`config.mk`:
```
export PLATFORM = sky130hd
export DESIGN_NAME = bouncing_sprite_motion
export DESIGN_NICKNAME = d
export VERILOG_FILES = /design/src/hw/rtl/bsm_pkg.sv /design/src/hw/rtl/bouncing_sprite_motion.sv
export SDC_FILE = /design/constraint.sdc
export NUM_CORES = 2
export LEC_CHECK = 0
export BUFFER_PORTS_ARGS = -buffer_cell sky130_fd_sc_hd__clkbuf_2
export CAP_MARGIN = 5
export CELL_PAD_IN_SITES_DETAIL_PLACEMENT = 1
export CELL_PAD_IN_SITES_GLOBAL_PLACEMENT = 1
export CORE_MARGIN = 2
export CORE_UTILIZATION = 54
export CTS_CLUSTER_DIAMETER = 100
export DETAILED_ROUTE_END_ITERATION = 7
export PLACE_DENSITY_LB_ADDON = 0.1
export RECOVER_POWER = 50
export SKIP_CTS_REPAIR_TIMING = 1
export SLEW_MARGIN = 10
export SYNTH_ARGS = -nofsm -noshare
export SYNTH_HDL_FRONTEND = slang
export SYNTH_SLANG_ARGS = --single-unit
```
`constraint.sdc`:
```
create_clock -name clk -period 22 [get_ports clk]
set_input_delay 2.2 -clock clk [delete_from_list [all_inputs] [get_ports clk]]
set_output_delay 2.2 -clock clk [all_outputs]
set_load 0.01 [all_outputs]
```
`src/hw/rtl/bsm_pkg.sv`:
```
// Package for the bouncing sprite motion block.
// Holds screen walls, field widths, register indexes and the velocity helpers.
// No dependencies.
package bsm_pkg;

  localparam int VEL_W     = 20;
  localparam int GRAV_W    = 16;
  localparam int DAMP_W    = 9;
  localparam int COLOR_W   = 16;
  localparam int PIX_X_W   = 11;
  localparam int PIX_Y_W   = 9;
  localparam int CFG_IDX_W = 4;
  localparam int CFG_DAT_W = 20;
  localparam int DAMP_SHIFT = 8;

  localparam int WALL_X_LO   = 40;
  localparam int WALL_X_HI   = 1240;
  localparam int WALL_Y_LO   = 20;
  localparam int WALL_Y_HI   = 460;
  localparam int START_X_PIX = 640;

  // width of the raw damped product and of the values fed to saturation
  localparam int PROD_W = VEL_W + DAMP_W + 1;
  localparam int WIDE_W = VEL_W + 3;

  typedef enum logic [CFG_IDX_W-1:0] {
    REG_START_POS_X = 4'd0,
    REG_START_POS_Y = 4'd1,
    REG_START_VEL_X = 4'd2,
    REG_START_VEL_Y = 4'd3,
    REG_GRAVITY_X   = 4'd4,
    REG_GRAVITY_Y   = 4'd5,
    REG_DAMPING     = 4'd6,
    REG_RAND_COLOR  = 4'd7
  } cfg_reg_t;

  localparam logic signed [WIDE_W-1:0] VEL_MAX_W = WIDE_W'(524287);
  localparam logic signed [WIDE_W-1:0] VEL_MIN_W = -WIDE_W'(524288);

  function automatic logic signed [VEL_W-1:0] sat_vel(input logic signed [WIDE_W-1:0] v);
    logic signed [VEL_W-1:0] r;
    if (v > VEL_MAX_W) begin
      r = VEL_MAX_W[VEL_W-1:0];
    end else if (v < VEL_MIN_W) begin
      r = VEL_MIN_W[VEL_W-1:0];
    end else begin
      r = v[VEL_W-1:0];
    end
    return r;
  endfunction

  // -v * damping / 256, truncated toward zero, then saturated
  function automatic logic signed [VEL_W-1:0] bounce(input logic signed [VEL_W-1:0] v,
                                                     input logic [DAMP_W-1:0] d);
    logic signed [DAMP_W:0]            ds;
    logic signed [PROD_W-1:0]          p;
    logic signed [PROD_W-DAMP_SHIFT-1:0] t;
    logic signed [WIDE_W-1:0]          n;
    ds = $signed({1'b0, d});
    p  = v * ds;
    t  = p[PROD_W-1:DAMP_SHIFT];
    if (p[PROD_W-1] && (p[DAMP_SHIFT-1:0] != '0)) begin
      t = t + (PROD_W-DAMP_SHIFT)'(1);
    end
    n = -WIDE_W'(t);
    return sat_vel(n);
  endfunction

endpackage

```
`src/hw/rtl/bouncing_sprite_motion.sv`:
```
// Bouncing sprite motion: one tick word in, one position/colour word out.
// Each tick word goes to the input register, then its result to the result register.
// Throughput 1 word per cycle unless out_stall; the single-pass update sets the rate.
// Synchronous active-low reset loads the start registers' reset values into
// position and velocity and clears the colour.
module bouncing_sprite_motion #(
  parameter int FRAC_BITS = 8
) (
  input  logic                                clk,
  input  logic                                rst_n,
  input  logic                                in_valid,
  output logic                                in_stall,
  input  logic [bsm_pkg::COLOR_W-1:0]         in_random_value,
  output logic                                out_valid,
  input  logic                                out_stall,
  output logic [bsm_pkg::PIX_X_W-1:0]         out_pixel_x,
  output logic [bsm_pkg::PIX_Y_W-1:0]         out_pixel_y,
  output logic [bsm_pkg::COLOR_W-1:0]         out_ball_color,
  input  logic                                cfg_valid,
  output logic                                cfg_ready,
  input  logic [bsm_pkg::CFG_IDX_W-1:0]       cfg_index,
  input  logic [bsm_pkg::CFG_DAT_W-1:0]       cfg_data
);
  import bsm_pkg::*;

  // position must hold the far wall in fixed point, and at least the start word
  localparam int HI_BITS = $clog2(WALL_X_HI * (1 << FRAC_BITS) + 1) + 1;
  localparam int POS_W   = (HI_BITS > VEL_W) ? HI_BITS : VEL_W;
  localparam int SUM_W   = POS_W + 1;

  localparam logic signed [SUM_W-1:0] X_LO = SUM_W'(WALL_X_LO * (1 << FRAC_BITS));
  localparam logic signed [SUM_W-1:0] X_HI = SUM_W'(WALL_X_HI * (1 << FRAC_BITS));
  localparam logic signed [SUM_W-1:0] Y_LO = SUM_W'(WALL_Y_LO * (1 << FRAC_BITS));
  localparam logic signed [SUM_W-1:0] Y_HI = SUM_W'(WALL_Y_HI * (1 << FRAC_BITS));
  localparam logic signed [POS_W-1:0] START_X_RST = POS_W'(START_X_PIX * (1 << FRAC_BITS));

  // configuration
  logic signed [GRAV_W-1:0] grav_x_r, grav_y_r;
  logic [DAMP_W-1:0]        damp_r;
  logic                     rand_en_r;

  // motion state
  logic signed [POS_W-1:0]  pos_x_r, pos_y_r, pos_x_nxt, pos_y_nxt;
  logic signed [VEL_W-1:0]  vel_x_r, vel_y_r, vel_x_nxt, vel_y_nxt;
  logic [COLOR_W-1:0]       color_r, color_nxt;

  // input stage and result stage
  logic                     in_vld_r;
  logic [COLOR_W-1:0]       rnd_r;
  logic                     out_vld_r;
  logic [PIX_X_W-1:0]       pix_x_r;
  logic [PIX_Y_W-1:0]       pix_y_r;
  logic [COLOR_W-1:0]       out_color_r;

  logic                     out_free, advance, in_take;

  logic signed [VEL_W-1:0]  vx_g, vy_g;
  logic signed [SUM_W-1:0]  sum_x, sum_y;
  logic                     hit_x_hi, hit_x_lo, hit_y_hi, hit_y_lo;

  assign out_free  = !out_vld_r || !out_stall;
  assign advance   = in_vld_r && out_free;
  assign in_stall  = in_vld_r && !out_free;
  assign in_take   = in_valid && !in_stall;
  assign cfg_ready = 1'b1;

  always_comb begin
    vx_g  = sat_vel(WIDE_W'(vel_x_r) + WIDE_W'(grav_x_r));
    vy_g  = sat_vel(WIDE_W'(vel_y_r) + WIDE_W'(grav_y_r));
    sum_x = SUM_W'(pos_x_r) + SUM_W'(vx_g);
    sum_y = SUM_W'(pos_y_r) + SUM_W'(vy_g);

    hit_y_hi = sum_y > Y_HI;
    hit_y_lo = sum_y < Y_LO;
    hit_x_hi = sum_x > X_HI;
    hit_x_lo = sum_x < X_LO;

    pos_x_nxt = sum_x[POS_W-1:0];
    vel_x_nxt = vx_g;
    if (hit_x_hi) begin
      pos_x_nxt = X_HI[POS_W-1:0];
    end else if (hit_x_lo) begin
      pos_x_nxt = X_LO[POS_W-1:0];
    end
    if (hit_x_hi || hit_x_lo) begin
      vel_x_nxt = bounce(vx_g, damp_r);
    end

    pos_y_nxt = sum_y[POS_W-1:0];
    vel_y_nxt = vy_g;
    if (hit_y_hi) begin
      pos_y_nxt = Y_HI[POS_W-1:0];
    end else if (hit_y_lo) begin
      pos_y_nxt = Y_LO[POS_W-1:0];
    end
    if (hit_y_hi || hit_y_lo) begin
      vel_y_nxt = bounce(vy_g, damp_r);
    end

    color_nxt = color_r;
    if (hit_x_hi || hit_x_lo || hit_y_hi || hit_y_lo) begin
      color_nxt = rand_en_r ? rnd_r : '0;
    end
  end

  // control and state
  always_ff @(posedge clk) begin
    if (!rst_n) begin
      grav_x_r  <= '0;
      grav_y_r  <= '0;
      damp_r    <= DAMP_W'(256);
      rand_en_r <= 1'b0;
      pos_x_r   <= START_X_RST;
      pos_y_r   <= '0;
      vel_x_r   <= '0;
      vel_y_r   <= '0;
      color_r   <= '0;
      in_vld_r  <= 1'b0;
      out_vld_r <= 1'b0;
    end else begin
      if (advance) begin
        pos_x_r <= pos_x_nxt;
        pos_y_r <= pos_y_nxt;
        vel_x_r <= vel_x_nxt;
        vel_y_r <= vel_y_nxt;
        color_r <= color_nxt;
      end
      if (cfg_valid) begin
        case (cfg_index)
          REG_START_POS_X: pos_x_r   <= POS_W'($signed(cfg_data[VEL_W-1:0]));
          REG_START_POS_Y: pos_y_r   <= POS_W'($signed(cfg_data[VEL_W-1:0]));
          REG_START_VEL_X: vel_x_r   <= $signed(cfg_data[VEL_W-1:0]);
          REG_START_VEL_Y: vel_y_r   <= $signed(cfg_data[VEL_W-1:0]);
          REG_GRAVITY_X:   grav_x_r  <= $signed(cfg_data[GRAV_W-1:0]);
          REG_GRAVITY_Y:   grav_y_r  <= $signed(cfg_data[GRAV_W-1:0]);
          REG_DAMPING:     damp_r    <= cfg_data[DAMP_W-1:0];
          REG_RAND_COLOR:  rand_en_r <= cfg_data[0];
          default: ;
        endcase
      end
      if (in_take) begin
        in_vld_r <= 1'b1;
      end else if (advance) begin
        in_vld_r <= 1'b0;
      end
      if (advance) begin
        out_vld_r <= 1'b1;
      end else if (!out_stall) begin
        out_vld_r <= 1'b0;
      end
    end
  end

  // payload words
  always_ff @(posedge clk) begin
    if (in_take) begin
      rnd_r <= in_random_value;
    end
    if (advance) begin
      pix_x_r     <= pos_x_nxt[FRAC_BITS +: PIX_X_W];
      pix_y_r     <= pos_y_nxt[FRAC_BITS +: PIX_Y_W];
      out_color_r <= color_nxt;
    end
  end

  assign out_valid      = out_vld_r;
  assign out_pixel_x    = pix_x_r;
  assign out_pixel_y    = pix_y_r;
  assign out_ball_color = out_color_r;

endmodule

```
After elaboration in Yosys (flattened, before gate mapping). Cells that the tools add are included.

Register bits: 192. Bits of input ports: 45. Logic and storage cells: 103.

$add $sub $neg: 8. Multipliers: 2. Order comparisons: 12. Equal/unequal tests: 8. Multiplexer cells: 36. Reductions and logical operators: 22.

Operators with widths (number): $mux 20 (26); $mux 22 (4); $gt 21x20->1 const B (3); $mul 20x10->30 (2); $gt 23x20->1 const B (2); $lt 23x20->1 const B (2); $neg 22->23 (2); $add 22x2->22 const B (2); $add 20x16->21 (2); $add 20x20->21 (2); $lt 21x20->1 const B (2); $mux 16 (2); $gt 21x18->1 const B (1); $lt 21x14->1 const B (1); $lt 21x15->1 const B (1); $eq 4x3->1 const B (4); $reduce_bool 8->1 (2); $eq 4x2->1 const B (2); $reduce_and 2->1 (4); $logic_and 1x1->1 (5); $logic_or 1x1->1 (5); $eq 4x1->1 const B (1); $logic_not 1->1 (4); $logic_not 4->1 (1); other kinds (3) (6).

Logic depth before layout (Yosys ltp).
Depth after elaboration: 17. Mapped depth: 45. Depth with buffers taken out: 42.

Worst setup path before layout. OpenSTA, ideal clock, no wires.

Path kind: reg-to-reg. From: register vel_y_r[0]. To: register vel_y_r[19]. Library setup time: 0.116 ns. Data arrival time: 9.876 ns. Setup slack: 12.009 ns. Stages on the path, launching flop included: 45. Path buffers: 6. Clock period less this slack: 9.991 ns. Path through: dfxtp_1 -> ha_1 -> inv_1 -> fa_1 -> nor2b_1 -> o31ai_2 -> a221oi_2 -> o31ai_4 -> nand2_1 -> clkbuf_1 -> nand2_1 -> clkbuf_1 -> a21oi_1 -> clkbuf_1 -> nand2_1 -> fa_1 -> inv_1 -> fa_1 -> [... 9 more ...] -> a2111oi_2 -> o21ai_1 -> a41oi_4 -> o21a_2 -> o21ai_1 -> a211oi_2 -> a211o_1 -> buf_2 -> mux2i_1 -> ha_1 -> inv_1 -> a211o_1 -> nor4_1 -> nand4_1 -> o211ai_1 -> a21oi_1 -> buf_2 -> a31o_1.

Longest elaborated chain between the ends: 17.

RTL lines: from (decl) (RTL line bouncing_sprite_motion.sv:44) `logic signed [VEL_W-1:0] vel_x_r, vel_y_r, vel_x_nxt, vel_y_nxt;`; from (signal assigned) (RTL line bouncing_sprite_motion.sv:125) `vel_y_r <= vel_y_nxt;`; from (signal assigned) (RTL line bouncing_sprite_motion.sv:133) `REG_START_VEL_Y: vel_y_r <= $signed(cfg_data[VEL_W-1:0]);`; $add 20x16->21 (*) (RTL line bouncing_sprite_motion.sv:69) `vy_g = sat_vel(WIDE_W'(vel_y_r) + WIDE_W'(grav_y_r));`; $lt 21x20->1 (RTL line bsm_pkg.sv:44) `end else if (v < VEL_MIN_W) begin`; $mux 20 (RTL line bsm_pkg.sv:44); $mux 20 (*) (RTL line bsm_pkg.sv:42) `if (v > VEL_MAX_W) begin`; parallel branches: the longest is 9 deep, another holds $mul 20x10->30; $mux 20 (*) (RTL line bouncing_sprite_motion.sv:96) `if (hit_y_hi || hit_y_lo) begin`; $mux 20 (*) (RTL line bouncing_sprite_motion.sv:121) `if (advance) begin`; $mux 20 (RTL line bouncing_sprite_motion.sv:129) `case (cfg_index)`; $mux 20 (*) (RTL line bouncing_sprite_motion.sv:128) `if (cfg_valid) begin`.

Every way passes the cells marked *. The select of a mux whose other input is x is not followed. A chain may end at the register's enable or synchronous reset.

Final worst setup path.
From: register grav_y_r[1]. To: register vel_y_r[3].

Longest elaborated chain between the ends: 17.

RTL lines: from (decl) (RTL line bouncing_sprite_motion.sv:38) `logic signed [GRAV_W-1:0] grav_x_r, grav_y_r;`; from (signal assigned) (RTL line bouncing_sprite_motion.sv:135) `REG_GRAVITY_Y: grav_y_r <= $signed(cfg_data[GRAV_W-1:0]);`; $add 20x16->21 (*) (RTL line bouncing_sprite_motion.sv:69); $lt 21x20->1 (RTL line bsm_pkg.sv:44); $mux 20 (RTL line bsm_pkg.sv:44); $mux 20 (*) (RTL line bsm_pkg.sv:42); parallel branches: the longest is 9 deep, another holds $mul 20x10->30; $mux 20 (*) (RTL line bouncing_sprite_motion.sv:96); $mux 20 (*) (RTL line bouncing_sprite_motion.sv:121); $mux 20 (RTL line bouncing_sprite_motion.sv:129); $mux 20 (*) (RTL line bouncing_sprite_motion.sv:128).

Marks and branches as above.

==> reports/results.txt <==
Outcome - finished with violations
Failing checks - capacitance limit, slew limit
Setup ws final - 9.25 ns
Final worst path period share - 0.580
Max Cap Viol - 3
CTS tree - yes
Worst-Margin Slew - 4.13 ns
CP arrival - 13.15 ns
Clock Sinks - 192
Cell Area, Synth - 28700 um2
Final net count - 3942
Tmin final - 12.75 ns
Total core area - 52600 um2
Syn. warnings - 0
CP Capture Type - flip-flop
Initial DRC count - 2127
Net Count, Synth - 3979
Layout cells sized above 1 - 0.0652
Port bufs - 82
WP data required - 22.40 ns
CP Max Fanout - 21
Die Width - 235 um
Peak supply drop - 0.0000665 V
Reg2reg end - vel_y_r[3]
DP HPWL - 78.4 mm
Critical path startpoint - grav_y_r[1]
Vias in the first global route - 27834
Final instance area - 30100 um2
Pins Over Slew Limit - 188
TNS Setup - 0 ns
Htree depth - 4
Pwr dens - 103 nW/um2
Post-synth EDFFs - 52
Placed Cells - 4046
R2r startpoint - grav_y_r[1]
CTS buffer count - 17
Met2 Wirelength - 48.7 mm
CP peak stage delay - 0.89 ns
Netlist cell types - 115
Global-route wire length before repair - 159 mm
GRT Util Overall - 0.373
Largest net degree at the start of global routing - 73
Clk Latency, worst-skew pair - 0.47 ns
Max frequency - 78.4 MHz
Rel. slew slack - -1.75
Die height - 235 um
Met3 wire length - 6.69 mm
Slowest-stage cell, CP - a21oi_1
Worst Setup EP - vel_y_r[3]
Hold Violations, Final - 0
Clk buf depth - 2
Reg2reg path depth - 38
M1 WL - 43.2 mm
Final WL - 102 mm
Number of cell rows - 84
R2r setup slk - 9.25 ns
Drt pass-1 iters - 5
Post-Place Setup Slack - 9.61 ns
CTS clk-pin slew, worst paths - 0.08 ns
Post-DR wirelength/cell - 25.0 um
Initial Util - 0.546
Die area - 55000 um2
Yosys reg bits - 192
Vias per cell - 6.48
Vias - 26449
Most common cell on crit path - inv_1
Area overhead of the layout relative to synthesis - 4.98%
WHS Path Cells - 2
Grt ovf - 0
Ports - 84
Top sig layer - met4
Crit path kind - flip-flop to flip-flop
Final Setup Violations - 0
Critical path launch point type - flip-flop
Fin Clk Skew - 0.0107 ns
FFs w/ async S/R, synth - 0
ANT nets after route - 0
Hold Path Class - flip-flop to flip-flop
Routability cong. - 0.906
Post-DP Area - 29600 um2
Residual DRC - 0
Finished Layout Cells - 4081
Antenna violations before repair - 4
P_leak - 13.8 nW
Clock root buffer - clkbuf_16
Post-Syn Instances - 3414
Syn Area/Cell - 8.41 um2
RSZ-0062 raised after global routing - false
Synth Flop Type - dfxtp_1
Sequential share of the synthesized area - 0.152
-- sequential cells by signal, summed over array words and instances (netlist names) --
signal and flops:
vel_y_r 20, vel_x_r 20, grav_y_r 16, color_r 16, out_pixel_x 11, pos_y_r 20, out_valid 1, grav_x_r 16
out_ball_color 16, damp_r 9, rnd_r 16, in_vld_r 1, rand_en_r 1, pos_x_r 20, out_pixel_y 9
-- cells by family (layout without fill, tap and decap cells) --
| kind of cell | count (synthesis) | after routing | share of synthesized area |
|---|---|---|---|
| and+or+nand+nor | 1136 | 1136 | 0.203 |
| xor gates and xnor gates | 178 | 178 | 0.0546 |
| buffers and inverters | 484 | 460 | 0.0658 |
| other | 1 | 4 | 0.000131 |
| muxes | 72 | 72 | 0.0260 |
| AOI/OAI and AO/OA | 828 | 828 | 0.191 |
| DFF | 192 | 192 | 0.152 |
| adders and majority gates | 523 | 523 | 0.307 |
-- layer usage --
| metal | up-vias | global-route usage |
|---|---|---|
| met5 | - | 0 |
| met4 | 0 | 0.137 |
| met3 | 231 | 0.0494 |
| met2 | 931 | 0.622 |
| met1 | 13547 | 0.495 |
| li1 | 11740 | - |
-- layout by cell type, fill, tap and decap left out, types with 29 or more instances in the layout --
cell / count
a211oi_1: 29
a21o_1: 49
a21oi_1: 216
a311oi_1: 30
a31oi_1: 43
and2_1: 235
and3_1: 33
buf_4: 45
clkbuf_1: 47
clkbuf_2: 39
dfxtp_1: 139
edfxtp_1: 52
fa_1: 304
ha_1: 216
inv_1: 294
mux2i_1: 52
nand2_1: 365
nand3_1: 44
nand4_1: 33
nor2_1: 193
nor3_1: 49
nor4_1: 31
o211ai_1: 46
o21a_1: 29
o21ai_0: 173
xnor2_1: 122
xor2_1: 55
-- worst max-delay path, delay by kind of cell, from the launching register on --
| kind | cells | cell delay [ns] |
|---|---|---|
| mux | 1 | 0.33 |
| flops | 1 | 0.34 |
| simple gates | 5 | 1.75 |
| fa+ha+maj | 8 | 3.57 |
| compound gates | 17 | 5.82 |
| buf+inv | 6 | 0.32 |
| xor+xnor | 1 | 0.52 |
-- how the worst min path moves through the flow --
stage	slack, ns	startpoint	to
floorplan	0.44	grav_x_r[0]	grav_x_r[0]
global placement	0.45	grav_x_r[0]	grav_x_r[0]
detailed placement	0.46	grav_x_r[9]	grav_x_r[9]
CTS	0.47	grav_x_r[9]	grav_x_r[9]
global route	0.48	grav_x_r[9]	grav_x_r[9]
finish	0.47	grav_x_r[9]	grav_x_r[9]
-- power by group --
part / internal, mW / switching (mW)
sequential: 0.429 / 0.0420
combinational: 0.792 / 1.53
clock: 0.152 / 0.166
total: 1.37 / 1.74
-- metrics by stage --
| stage | power (mW) | utilization | hold slack, ns |
|---|---|---|---|
| floorplan | 2.03 | - | 0.441 |
| global placement | 2.66 | 0.564 | 0.448 |
| detailed placement | 2.74 | 0.564 | 0.460 |
| CTS | 3.07 | 0.575 | 0.472 |
| global route | 3.32 | 0.573 | 0.479 |
| finish | 3.12 | 0.574 | 0.473 |
-- final cells by class --
type / instances / area [um2]
inverters: 297 / 1110
clock inverters: 14 / 145
repair buffers: 131 / 709
diodes: 3 / 7.51
fillers: 6303 / 22400
well taps: 688 / 861
clock buffers: 18 / 429
flip-flops and latches: 192 / 4370
multi-input cells: 2738 / 22500
-- cell usage after synthesis (16+ instances only) --
library cell	n	area share
a211oi_1	29	0.0076
a21o_1	49	0.013
a21oi_1	217	0.038
a2bb2oi_1	21	0.0064
a311oi_1	30	0.0092
a31oi_1	43	0.0094
and2_1	235	0.051
and3_1	33	0.0072
buf_2	19	0.0033
clkbuf_1	156	0.020
dfxtp_1	140	0.098
edfxtp_1	52	0.054
fa_1	304	0.21
ha_1	216	0.094
inv_1	293	0.038
mux2_2	20	0.0078
mux2i_1	52	0.018
nand2_1	365	0.048
nand2b_1	21	0.0046
nand3_1	44	0.0077
nand4_1	33	0.0072
nor2_1	197	0.026
nor2b_1	21	0.0046
nor3_1	50	0.0087
nor4_1	31	0.0068
o211ai_1	46	0.012
o21a_1	29	0.0076
o21ai_0	174	0.030
o21ai_1	26	0.0045
o21bai_1	16	0.0042
or3_1	25	0.0054
xnor2_1	122	0.037
xor2_1	55	0.017
No activity file was read; power rests on OpenSTA's default activity.
